File: config.mk
export PLATFORM = sky130hd
export DESIGN_NAME = cubic_bezier_sampler
export DESIGN_NICKNAME = d
export VERILOG_FILES = /design/src/hdl/cbz_pkg.sv /design/src/hdl/cbz_mul.sv /design/src/hdl/cbz_core.sv /design/src/hdl/cubic_bezier_sampler.sv
export VERILOG_INCLUDE_DIRS = /design/src /design/src/hdl
export SDC_FILE = /design/constraint.sdc
export NUM_CORES = 2
export LEC_CHECK = 0
export BUFFER_PORTS_ARGS = -buffer_cell sky130_fd_sc_hd__buf_2
export CAP_MARGIN = 40
export CORE_AREA = 2 2 351 353
export CTS_CLUSTER_DIAMETER = 100
export CTS_CLUSTER_SIZE = 20
export DETAILED_ROUTE_END_ITERATION = 16
export DIE_AREA = 0 0 353 355
export PLACE_DENSITY = 0.78
export SLEW_MARGIN = 20
export SYNTH_ARGS = -nofsm -noshare
export SYNTH_HDL_FRONTEND = slang
export SYNTH_SLANG_ARGS = --single-unit
File: constraint.sdc
create_clock -name clk -period 11.1 [get_ports clk]
set_clock_uncertainty 0.15 [all_clocks]
set_input_delay 1.11 -clock clk [delete_from_list [all_inputs] [get_ports clk]]
set_output_delay 1.11 -clock clk [all_outputs]
set_load 0.01 [all_outputs]
File: src/hdl/cubic_bezier_sampler_defines.svh
// Assertion shorthands used by the RTL core (cbz_core).
// Each one expects signals named clk and rst_n in the enclosing module.
`ifndef CUBIC_BEZIER_SAMPLER_DEFINES_SVH
`define CUBIC_BEZIER_SAMPLER_DEFINES_SVH

// The consequent must hold in the same cycle as the antecedent.
`define CBZ_ASSERT_NOW(lbl, ante, cons, msg) \
  lbl: assert property (@(posedge clk) disable iff (!rst_n) (ante) |-> (cons)) \
    else $error(msg);

// The consequent must hold in the cycle after the antecedent.
`define CBZ_ASSERT_NEXT(lbl, ante, cons, msg) \
  lbl: assert property (@(posedge clk) disable iff (!rst_n) (ante) |=> (cons)) \
    else $error(msg);

`endif

File: src/hdl/cbz_pkg.sv
`timescale 1ns / 1ps

package cbz_pkg;

  localparam int COORD_WIDTH = 16;
  localparam int MAX_POINTS  = 64;
  localparam int IDX_W       = 6;
  localparam int CNT_W       = 7;
  localparam int LEN_W       = 23;
  localparam int U_W         = 17;
  localparam int MUL_A_W     = 24;
  localparam int MUL_B_W     = 16;
  localparam int MUL_P_W     = MUL_A_W + MUL_B_W;

  localparam logic [COORD_WIDTH-1:0] CSIGN   = COORD_WIDTH'(1) << (COORD_WIDTH - 1);
  localparam logic [LEN_W-1:0]       LEN_MAX = '1;

  typedef struct packed {
    logic [COORD_WIDTH-1:0] p0_x;
    logic [COORD_WIDTH-1:0] p0_y;
    logic [COORD_WIDTH-1:0] p1_x;
    logic [COORD_WIDTH-1:0] p1_y;
    logic [COORD_WIDTH-1:0] p2_x;
    logic [COORD_WIDTH-1:0] p2_y;
    logic [COORD_WIDTH-1:0] p3_x;
    logic [COORD_WIDTH-1:0] p3_y;
    logic [CNT_W-1:0]       num_points;
  } cbz_req_t;

  typedef struct packed {
    logic [COORD_WIDTH-1:0] point_x;
    logic [COORD_WIDTH-1:0] point_y;
    logic [IDX_W-1:0]       point_index;
    logic                   last_point;
    logic [LEN_W-1:0]       curve_length;
  } cbz_res_t;

endpackage

File: src/hdl/cbz_mul.sv
`timescale 1ns / 1ps

module cbz_mul import cbz_pkg::*; (
  input  logic               clk,
  input  logic               en,
  input  logic [MUL_A_W-1:0] a,
  input  logic [MUL_B_W-1:0] b,
  output logic [MUL_P_W-1:0] p
);

  logic [MUL_P_W-1:0] p_r;

  // Unsigned product, registered so the next step sees a clean operand.
  always_ff @(posedge clk) begin
    if (en) begin
      p_r <= {{MUL_B_W{1'b0}}, a} * {{MUL_A_W{1'b0}}, b};
    end
  end

  assign p = p_r;

endmodule

File: src/hdl/cbz_core.sv
`timescale 1ns / 1ps

module cbz_core import cbz_pkg::*; (
  input  logic     clk,
  input  logic     rst_n,
  input  logic     start,
  input  cbz_req_t req,
  output logic     busy,
  output logic     emit_valid,
  input  logic     emit_ready,
  output cbz_res_t emit_res
);

  `include "cubic_bezier_sampler_defines.svh"

  localparam logic [2:0] ST_IDLE = 3'd0;
  localparam logic [2:0] ST_DIV  = 3'd1;
  localparam logic [2:0] ST_PT   = 3'd2;
  localparam logic [2:0] ST_MUL  = 3'd3;
  localparam logic [2:0] ST_FIN  = 3'd4;
  localparam logic [2:0] ST_SQRT = 3'd5;
  localparam logic [2:0] ST_ADDL = 3'd6;
  localparam logic [2:0] ST_EMIT = 3'd7;

  // Micro-steps of the shared multiplier.
  localparam logic [4:0] STEP_UU    = 5'd0;
  localparam logic [4:0] STEP_VV    = 5'd1;
  localparam logic [4:0] STEP_UV    = 5'd2;
  localparam logic [4:0] STEP_W0H   = 5'd3;
  localparam logic [4:0] STEP_W0L   = 5'd4;
  localparam logic [4:0] STEP_W3H   = 5'd5;
  localparam logic [4:0] STEP_W3L   = 5'd6;
  localparam logic [4:0] STEP_W1H   = 5'd7;
  localparam logic [4:0] STEP_W1L   = 5'd8;
  localparam logic [4:0] STEP_W2H   = 5'd9;
  localparam logic [4:0] STEP_W2L   = 5'd10;
  localparam logic [4:0] STEP_X0    = 5'd11;
  localparam logic [4:0] STEP_X_END = 5'd18;
  localparam logic [4:0] STEP_Y0    = 5'd19;
  localparam logic [4:0] STEP_Y_END = 5'd26;
  localparam logic [4:0] STEP_SQX   = 5'd27;
  localparam logic [4:0] STEP_SQY   = 5'd28;

  localparam logic [63:0] RND      = 64'h0000_8000_0000_0000;
  localparam logic [33:0] SBIT_TOP = 34'h1_0000_0000;
  localparam logic [U_W-1:0] U_ONE = U_W'(1) << 16;

  logic [2:0]             state_r;
  logic [4:0]             step_r;
  logic                   ph_r;
  logic [COORD_WIDTH-1:0] qx_r [4];
  logic [COORD_WIDTH-1:0] qy_r [4];
  logic [IDX_W-1:0]       d_r;
  logic [IDX_W-1:0]       i_r;
  logic [U_W-1:0]         quo_r;
  logic [6:0]             drem_r;
  logic [4:0]             dcnt_r;
  logic [U_W-1:0]         u_r;
  logic [IDX_W-1:0]       rem_r;
  logic [LEN_W-1:0]       total_r;
  logic [COORD_WIDTH-1:0] x_r, y_r, px_r, py_r;
  logic [31:0]            u2_r, v2_r, uv3_r;
  logic [47:0]            w_r [4];
  logic [63:0]            acc_r;
  logic [33:0]            sq_r;
  logic [34:0]            srem_r, sres_r;
  logic [33:0]            sbit_r;

  logic [MUL_A_W-1:0] mul_a;
  logic [MUL_B_W-1:0] mul_b;
  logic               mul_en;
  logic [MUL_P_W-1:0] p;

  logic [U_W-1:0]         vfull;
  logic [15:0]            u16, v16;
  logic [4:0]             cstep;
  logic [1:0]             wk;
  logic                   whi;
  logic [47:0]            wsel;
  logic [COORD_WIDTH-1:0] qsel;
  logic [63:0]            term, acc_sum;
  logic [COORD_WIDTH-1:0] dx, dy;
  logic [33:0]            tri_uv;
  logic [6:0]             drem_sh;
  logic                   div_ge;
  logic [6:0]             drem_nx;
  logic [34:0]            s_try;
  logic                   s_ge;
  logic [6:0]             rsum;
  logic                   rcarry;
  logic [23:0]            len_sum;
  logic [CNT_W-1:0]       n_cl;
  logic                   last;
  logic                   emit_fire;

  cbz_mul u_mul (
    .clk (clk),
    .en  (mul_en),
    .a   (mul_a),
    .b   (mul_b),
    .p   (p)
  );

  always_comb begin
    vfull   = U_ONE - u_r;
    u16     = u_r[15:0];
    v16     = vfull[15:0];
    cstep   = step_r - STEP_X0;
    wk      = cstep[2:1];
    whi     = ~cstep[0];
    wsel    = w_r[wk];
    qsel    = cstep[3] ? qy_r[wk] : qx_r[wk];
    term    = whi ? {p, 24'b0} : {24'b0, p};
    acc_sum = ((cstep[2:0] == 3'd0) ? RND : acc_r) + term;
    dx      = (x_r >= px_r) ? (x_r - px_r) : (px_r - x_r);
    dy      = (y_r >= py_r) ? (y_r - py_r) : (py_r - y_r);
    tri_uv  = {2'b0, p[31:0]} + {1'b0, p[31:0], 1'b0};
    mul_a   = '0;
    mul_b   = '0;
    case (step_r) inside
      STEP_UU:  begin mul_a = {8'b0, u16};          mul_b = u16; end
      STEP_VV:  begin mul_a = {8'b0, v16};          mul_b = v16; end
      STEP_UV:  begin mul_a = {8'b0, u16};          mul_b = v16; end
      STEP_W0H: begin mul_a = {8'b0, v2_r[31:16]};  mul_b = v16; end
      STEP_W0L: begin mul_a = {8'b0, v2_r[15:0]};   mul_b = v16; end
      STEP_W3H: begin mul_a = {8'b0, u2_r[31:16]};  mul_b = u16; end
      STEP_W3L: begin mul_a = {8'b0, u2_r[15:0]};   mul_b = u16; end
      STEP_W1H: begin mul_a = {8'b0, uv3_r[31:16]}; mul_b = v16; end
      STEP_W1L: begin mul_a = {8'b0, uv3_r[15:0]};  mul_b = v16; end
      STEP_W2H: begin mul_a = {8'b0, uv3_r[31:16]}; mul_b = u16; end
      STEP_W2L: begin mul_a = {8'b0, uv3_r[15:0]};  mul_b = u16; end
      [STEP_X0:STEP_Y_END]: begin
        mul_a = whi ? wsel[47:24] : wsel[23:0];
        mul_b = qsel;
      end
      STEP_SQX: begin mul_a = {8'b0, dx}; mul_b = dx; end
      STEP_SQY: begin mul_a = {8'b0, dy}; mul_b = dy; end
      default:  begin mul_a = '0; mul_b = '0; end
    endcase
    mul_en = (state_r == ST_MUL) && !ph_r;

    // Restoring divide of 2^16 by the interval count (samples minus one), one quotient bit a cycle.
    drem_sh = {drem_r[5:0], (dcnt_r == 5'd0)};
    div_ge  = drem_sh >= {1'b0, d_r};
    drem_nx = div_ge ? (drem_sh - {1'b0, d_r}) : drem_sh;

    s_try = sres_r + {1'b0, sbit_r};
    s_ge  = srem_r >= s_try;

    rsum   = {1'b0, rem_r} + {1'b0, drem_r[5:0]};
    rcarry = rsum >= {1'b0, d_r};

    len_sum = {1'b0, total_r} + {7'b0, sres_r[16:0]};

    if (req.num_points < CNT_W'(2)) begin
      n_cl = CNT_W'(2);
    end else if (req.num_points > CNT_W'(MAX_POINTS)) begin
      n_cl = CNT_W'(MAX_POINTS);
    end else begin
      n_cl = req.num_points;
    end

    last      = (i_r == d_r);
    emit_fire = (state_r == ST_EMIT) && emit_ready;
  end

  assign busy       = (state_r != ST_IDLE);
  assign emit_valid = (state_r == ST_EMIT);

  always_comb begin
    emit_res.point_x      = x_r ^ CSIGN;
    emit_res.point_y      = y_r ^ CSIGN;
    emit_res.point_index  = i_r;
    emit_res.last_point   = last;
    emit_res.curve_length = last ? total_r : '0;
  end

  always_ff @(posedge clk) begin
    if (!rst_n) begin
      state_r <= ST_IDLE;
      step_r  <= '0;
      ph_r    <= 1'b0;
    end else begin
      unique case (state_r)
        ST_IDLE: begin
          if (start) begin
            state_r <= ST_DIV;
          end
        end
        ST_DIV: begin
          if (dcnt_r == 5'd16) begin
            state_r <= ST_PT;
          end
        end
        ST_PT: begin
          ph_r <= 1'b0;
          if (i_r == '0) begin
            state_r <= ST_EMIT;
          end else if (last) begin
            step_r  <= STEP_SQX;
            state_r <= ST_MUL;
          end else begin
            step_r  <= STEP_UU;
            state_r <= ST_MUL;
          end
        end
        ST_MUL: begin
          ph_r <= ~ph_r;
          if (ph_r) begin
            if (step_r == STEP_Y_END) begin
              state_r <= ST_FIN;
            end else if (step_r == STEP_SQY) begin
              state_r <= ST_SQRT;
            end else begin
              step_r <= step_r + 5'd1;
            end
          end
        end
        ST_FIN: begin
          step_r  <= STEP_SQX;
          state_r <= ST_MUL;
        end
        ST_SQRT: begin
          if (sbit_r[0]) begin
            state_r <= ST_ADDL;
          end
        end
        ST_ADDL: begin
          state_r <= ST_EMIT;
        end
        ST_EMIT: begin
          if (emit_ready) begin
            state_r <= last ? ST_IDLE : ST_PT;
          end
        end
        default: state_r <= ST_IDLE;
      endcase
    end
  end

  // Datapath registers; only the sequencer state above needs a reset.
  always_ff @(posedge clk) begin
    if (state_r == ST_IDLE && start) begin
      qx_r[0] <= req.p0_x ^ CSIGN;
      qy_r[0] <= req.p0_y ^ CSIGN;
      qx_r[1] <= req.p1_x ^ CSIGN;
      qy_r[1] <= req.p1_y ^ CSIGN;
      qx_r[2] <= req.p2_x ^ CSIGN;
      qy_r[2] <= req.p2_y ^ CSIGN;
      qx_r[3] <= req.p3_x ^ CSIGN;
      qy_r[3] <= req.p3_y ^ CSIGN;
      d_r     <= IDX_W'(n_cl - CNT_W'(1));
      drem_r  <= '0;
      dcnt_r  <= '0;
      quo_r   <= '0;
    end

    if (state_r == ST_DIV) begin
      drem_r <= drem_nx;
      quo_r  <= {quo_r[U_W-2:0], div_ge};
      dcnt_r <= dcnt_r + 5'd1;
      if (dcnt_r == 5'd16) begin
        i_r     <= '0;
        u_r     <= '0;
        rem_r   <= '0;
        total_r <= '0;
      end
    end

    if (state_r == ST_PT) begin
      if (i_r == '0) begin
        x_r <= qx_r[0];
        y_r <= qy_r[0];
      end else if (last) begin
        x_r <= qx_r[3];
        y_r <= qy_r[3];
      end
    end

    if (state_r == ST_MUL && ph_r) begin
      case (step_r) inside
        STEP_UU:  u2_r  <= p[31:0];
        STEP_VV:  v2_r  <= p[31:0];
        STEP_UV:  uv3_r <= tri_uv[31:0];
        STEP_W0H: w_r[0] <= {p[31:0], 16'b0};
        STEP_W0L: w_r[0] <= w_r[0] + {16'b0, p[31:0]};
        STEP_W3H: w_r[3] <= {p[31:0], 16'b0};
        STEP_W3L: w_r[3] <= w_r[3] + {16'b0, p[31:0]};
        STEP_W1H: w_r[1] <= {p[31:0], 16'b0};
        STEP_W1L: w_r[1] <= w_r[1] + {16'b0, p[31:0]};
        STEP_W2H: w_r[2] <= {p[31:0], 16'b0};
        STEP_W2L: w_r[2] <= w_r[2] + {16'b0, p[31:0]};
        [STEP_X0:STEP_Y_END]: begin
          acc_r <= acc_sum;
          if (step_r == STEP_Y0) begin
            x_r <= acc_r[63:48];
          end
        end
        STEP_SQX: sq_r <= {2'b0, p[31:0]};
        STEP_SQY: begin
          srem_r <= {1'b0, sq_r + {2'b0, p[31:0]}};
          sres_r <= '0;
          sbit_r <= SBIT_TOP;
        end
        default: ;
      endcase
    end

    if (state_r == ST_FIN) begin
      y_r <= acc_r[63:48];
    end

    // Digit-by-digit square root, two radicand bits a cycle.
    if (state_r == ST_SQRT) begin
      if (s_ge) begin
        srem_r <= srem_r - s_try;
        sres_r <= (sres_r >> 1) + {1'b0, sbit_r};
      end else begin
        sres_r <= sres_r >> 1;
      end
      sbit_r <= sbit_r >> 2;
    end

    if (state_r == ST_ADDL) begin
      total_r <= (len_sum > {1'b0, LEN_MAX}) ? LEN_MAX : len_sum[LEN_W-1:0];
    end

    if (emit_fire) begin
      px_r <= x_r;
      py_r <= y_r;
      if (!last) begin
        i_r   <= i_r + IDX_W'(1);
        rem_r <= rcarry ? IDX_W'(rsum - {1'b0, d_r}) : rsum[IDX_W-1:0];
        u_r   <= u_r + quo_r + {16'b0, rcarry};
      end
    end
  end

  `CBZ_ASSERT_NOW(a_rem_below_spacing, (state_r == ST_PT) || (state_r == ST_EMIT),
    rem_r < d_r, "parameter remainder reached the sample spacing")
  `CBZ_ASSERT_NOW(a_index_in_range, state_r == ST_EMIT, i_r <= d_r,
    "sample index ran past the last sample")
  `CBZ_ASSERT_NOW(a_interior_param, (state_r == ST_MUL) && (step_r < STEP_SQX),
    (u_r != '0) && !u_r[16], "interior sample has an endpoint parameter")
  `CBZ_ASSERT_NEXT(a_start_divides, (state_r == ST_IDLE) && start, state_r == ST_DIV,
    "accepted request did not enter the divide")
  `CBZ_ASSERT_NEXT(a_last_returns_idle, emit_fire && last, state_r == ST_IDLE,
    "sequencer did not return to idle after the last word")

endmodule

File: src/hdl/cubic_bezier_sampler.sv
// Timing: after a request is accepted the core runs the divide, then one setup and one emit
// state present the first word. Each interior sample then takes 29 multiplies, the square root
// and four control states; the last sample needs only the distance multiplies and the root.
// The input stays stalled until the core hands the last word of a request to the output register,
// so a new request is only accepted once the previous one is done (single multiplier).
// Reset (rst_n low, synchronous) returns the sequencer to idle and drops the output word.
`timescale 1ns / 1ps

module cubic_bezier_sampler import cbz_pkg::*; (
  input  logic                   clk,
  input  logic                   rst_n,
  input  logic                   in_valid,
  output logic                   in_stall,
  input  logic [COORD_WIDTH-1:0] in_p0_x,
  input  logic [COORD_WIDTH-1:0] in_p0_y,
  input  logic [COORD_WIDTH-1:0] in_p1_x,
  input  logic [COORD_WIDTH-1:0] in_p1_y,
  input  logic [COORD_WIDTH-1:0] in_p2_x,
  input  logic [COORD_WIDTH-1:0] in_p2_y,
  input  logic [COORD_WIDTH-1:0] in_p3_x,
  input  logic [COORD_WIDTH-1:0] in_p3_y,
  input  logic [CNT_W-1:0]       in_num_points,
  output logic                   out_valid,
  input  logic                   out_stall,
  output logic [COORD_WIDTH-1:0] out_point_x,
  output logic [COORD_WIDTH-1:0] out_point_y,
  output logic [IDX_W-1:0]       out_point_index,
  output logic                   out_last_point,
  output logic [LEN_W-1:0]       out_curve_length
);

  // The core holds the whole request while it walks the samples, so the
  // input side is stalled for as long as the sequencer is busy.
  cbz_req_t req;
  cbz_res_t core_res;
  cbz_res_t res_r;
  logic     out_valid_r;
  logic     busy;
  logic     start;
  logic     emit_valid;
  logic     emit_ready;

  always_comb begin
    req.p0_x       = in_p0_x;
    req.p0_y       = in_p0_y;
    req.p1_x       = in_p1_x;
    req.p1_y       = in_p1_y;
    req.p2_x       = in_p2_x;
    req.p2_y       = in_p2_y;
    req.p3_x       = in_p3_x;
    req.p3_y       = in_p3_y;
    req.num_points = in_num_points;
  end

  assign in_stall = busy;
  assign start    = in_valid && !busy;

  // The output register takes a new word whenever it is empty or its
  // current word is being taken, so the core can compute the next sample
  // while a finished word still waits downstream.
  assign emit_ready = !out_valid_r || !out_stall;

  cbz_core u_core (
    .clk        (clk),
    .rst_n      (rst_n),
    .start      (start),
    .req        (req),
    .busy       (busy),
    .emit_valid (emit_valid),
    .emit_ready (emit_ready),
    .emit_res   (core_res)
  );

  always_ff @(posedge clk) begin
    if (!rst_n) begin
      out_valid_r <= 1'b0;
    end else if (emit_valid && emit_ready) begin
      out_valid_r <= 1'b1;
    end else if (!out_stall) begin
      out_valid_r <= 1'b0;
    end
  end

  // The word itself needs no reset; it is qualified by the valid flag.
  always_ff @(posedge clk) begin
    if (emit_valid && emit_ready) begin
      res_r <= core_res;
    end
  end

  assign out_valid        = out_valid_r;
  assign out_point_x      = res_r.point_x;
  assign out_point_y      = res_r.point_y;
  assign out_point_index  = res_r.point_index;
  assign out_last_point   = res_r.last_point;
  assign out_curve_length = res_r.curve_length;

endmodule
==> impl_metrics.json <==
{
  "ctsRootBufferMaster": "clkbuf_16",
  "drc_errors": 0,
  "clock-sinks": 829,
  "fin_nets": 8530,
  "cp.required_ps": 11390,
  "clock_path_buffers": 3,
  "drt_iter0_drc": 6833,
  "setup_violations": 0,
  "io_buffers": 202,
  "whs_path_depth": 2,
  "synth_edf_count": 739,
  "slowest_delay_ps": 590,
  "ctsHoldBuffers": 0,
  "place.detailed.hpwl_um": 168000,
  "avgSynthCellArea_um2": 9.55,
  "min_period_ps": 10700,
  "cts_tree": "yes",
  "place.gp.congestion": 1.03,
  "ys.flop_type": "edfxtp_1",
  "start_util_pct": 57.9,
  "rsz0062_at_grt": "false",
  "max_freq_mhz": 93.5,
  "cts_buffers": 52,
  "async_reset_ff_share_pct": 0,
  "hold_end": "u_core.srem_r[34]",
  "rrSetupSlack_ps": 400,
  "antenna_found_initial": 9,
  "syn_inst": 7353,
  "hp-class": "reg2reg",
  "yosys.area.top_type": "edfxtp_1",
  "outcome": "complete, no violations",
  "tightestPinTransition_ps": 889,
  "design.core.area_um2": 121000,
  "htreeDepth": 2,
  "path_class": "reg2reg",
  "dr.pass1.iters": 8,
  "grt_start_max_net_pins": 78,
  "crit_path_top_delay_cell": "o32ai_1",
  "r2r-start": "u_core.y_r[0]",
  "r2r_end": "u_core.u_mul.p[39]",
  "die_h_um": 355,
  "rr_worst_depth": 38,
  "slew_headroom_pct": 40.5,
  "fillers": 10100,
  "synth_cell_types": 86,
  "clk_latency_ps": 720,
  "min_from": "u_core.srem_r[34]",
  "cp_max_fo": 15,
  "drive_gt1_share_pct": 8.98,
  "synthDominantCellAreaShare_pct": 31.6,
  "endpoint_kind": "register",
  "post_cts_buffers": 0,
  "startpoint_type": "register",
  "grt-ovfl-total": 0,
  "critPathMostFrequentCell": "fa_1",
  "ys_ff_latch": 829,
  "wire_per_inst_um": 24.3,
  "hold_viol_final": 0,
  "final_common_cell": "nand2_1",
  "ant_nets": 0,
  "rows": 128,
  "grt_usage_pct": 35.0,
  "syn_area_um2": 70200,
  "io_pins": 203,
  "yosys_warnings": 0,
  "clk_pin_slew_worst_paths_ps": 90,
  "synth_area_leaders": "edfxtp_1, ha_1, fa_1, nand2_1, a21oi_1",
  "grt_pass1_vias": 56300,
  "vias_per_cell": 6.40,
  "ys_seq_area_share_pct": 34.2,
  "areaGrowthSynthToFinish_pct": 7.30,
  "fin_crit_sh_pct": 96.4,
  "vias": 58700,
  "die_w_um": 353,
  "drt-total-wl_um": 223000,
  "fp.dieArea_um2": 125000,
  "layout_common_cells": "nand2_1, edfxtp_1, ha_1",
  "grt_pass1_wl_um": 339000,
  "setup-tns-final_ps": 0,
  "synth_fp_nets": 8374,
  "maxCapViolCount": 0,
  "cp.arrival_ps": 10990,
  "post_cts_resized": 0,
  "slew_violations": 0
}
-- registers in the layout, summed over array words and instances (netlist names), 23 cells and up --
signal	cells
u_core.w_r	192
u_core.acc_r	64
u_core.qx_r	64
u_core.qy_r	64
u_core.u_mul.p	40
u_core.srem_r	35
u_core.sres_r	35
u_core.sq_r	32
u_core.u2_r	32
u_core.uv3_r	32
u_core.v2_r	32
out_curve_length	23
u_core.total_r	23
-- kinds of logic (layout without fill, tap and decap cells) --
| logic type | Yosys count | in the layout | share of synthesized area (%) |
|---|---|---|---|
| xor+xnor | 461 | 461 | 5.75 |
| fa+ha+maj | 882 | 882 | 19.2 |
| flops | 829 | 829 | 34.2 |
| mux | 163 | 163 | 3.79 |
| buf+inv | 854 | 1041 | 4.79 |
| simple gates | 2296 | 2296 | 15.5 |
| other cells | 0 | 3 | 0 |
| compound gates | 1868 | 1868 | 16.8 |
-- metal layers --
metal	GRT usage [%]	part of all wire (%)
met2	55.3	45
met3	5.61	10
met5	0	0.031
met1	47.5	40
met4	16.6	5.6
-- worst max-delay path: cells and delay by family, from the launching register on --
family,cells,cell delay (ps)
AOI/OAI and AO/OA,16,3780
xor gates and xnor gates,1,80
adders and majority gates,9,3880
buffers and inverters,8,870
DFF,1,430
muxes,1,340
and+or+nand+nor,3,880
-- worst max path at each step --
stage / slack (ps) / end / startpoint / cells after the start
3_3_place_gp: 610 / u_core.u_mul.p[39] / u_core.y_r[0] / 38
2_1_floorplan: 800 / u_core.u_mul.p[39] / u_core.step_r[0] / 36
4_1_cts: 530 / u_core.u_mul.p[39] / u_core.y_r[0] / 37
3_5_place_dp: 630 / u_core.u_mul.p[39] / u_core.y_r[0] / 37
6_report: 400 / u_core.u_mul.p[39] / u_core.y_r[0] / 38
5_1_grt: 30 / u_core.u_mul.p[39] / u_core.y_r[0] / 37
-- through the flow --
stage | instance area (um^2) | hold slack [ps] | util [%] | worst slack [ps] | cells
floorplan | 70200 | 301 | - | 800 | 7353
global placement | 73500 | 309 | 60.6 | 612 | 9059
detailed placement | 73700 | 319 | 60.7 | 627 | 9072
CTS | 75300 | 336 | 62.0 | 528 | 9157
global route | 75300 | 355 | 62.1 | 26.6 | 9165
finish | 75400 | 335 | 62.1 | 401 | 9168
-- cells in the mapped netlist (24+ instances only) --
| library cell | instances |
|---|---|
| nand2_1 | 747 |
| edfxtp_1 | 739 |
| nor2_1 | 559 |
| ha_1 | 558 |
| inv_1 | 548 |
| a21oi_1 | 505 |
| o21ai_0 | 474 |
| fa_1 | 324 |
| xnor2_1 | 260 |
| clkbuf_1 | 222 |
| a21o_1 | 203 |
| xor2_1 | 201 |
| and2_1 | 188 |
| nand3_1 | 161 |
| nor3_1 | 134 |
| nor2b_1 | 132 |
| and3_1 | 110 |
| dfxtp_1 | 90 |
| mux4_2 | 80 |
| a211oi_1 | 77 |
| a31oi_1 | 75 |
| o21a_1 | 73 |
| nand2b_1 | 64 |
| o21bai_1 | 64 |
| mux2i_1 | 59 |
| nand4_1 | 51 |
| o221ai_1 | 43 |
| o211ai_1 | 36 |
| o22ai_1 | 35 |
| or2_2 | 31 |
| buf_4 | 30 |
| or3_1 | 30 |
| a211o_1 | 28 |
| a21boi_0 | 25 |
| buf_1 | 25 |
| buf_2 | 25 |
| mux2_2 | 24 |
| o31ai_1 | 24 |
-- layout make-up --
class	instances	area [um^2]	area share, %
multi-input combinational	5670	43000	57.1
sequential	829	24000	31.8
timing repair buffer	406	2650	3.51
inverter	550	2060	2.74
tap	1625	2030	2.70
clock buffer	72	1400	1.85
clock inverter	13	179	0.237
antenna	3	7.51	0.00996
Power is not shown: default switching activity piles up to over one toggle a cycle in this logic, so the estimate is an artifact.
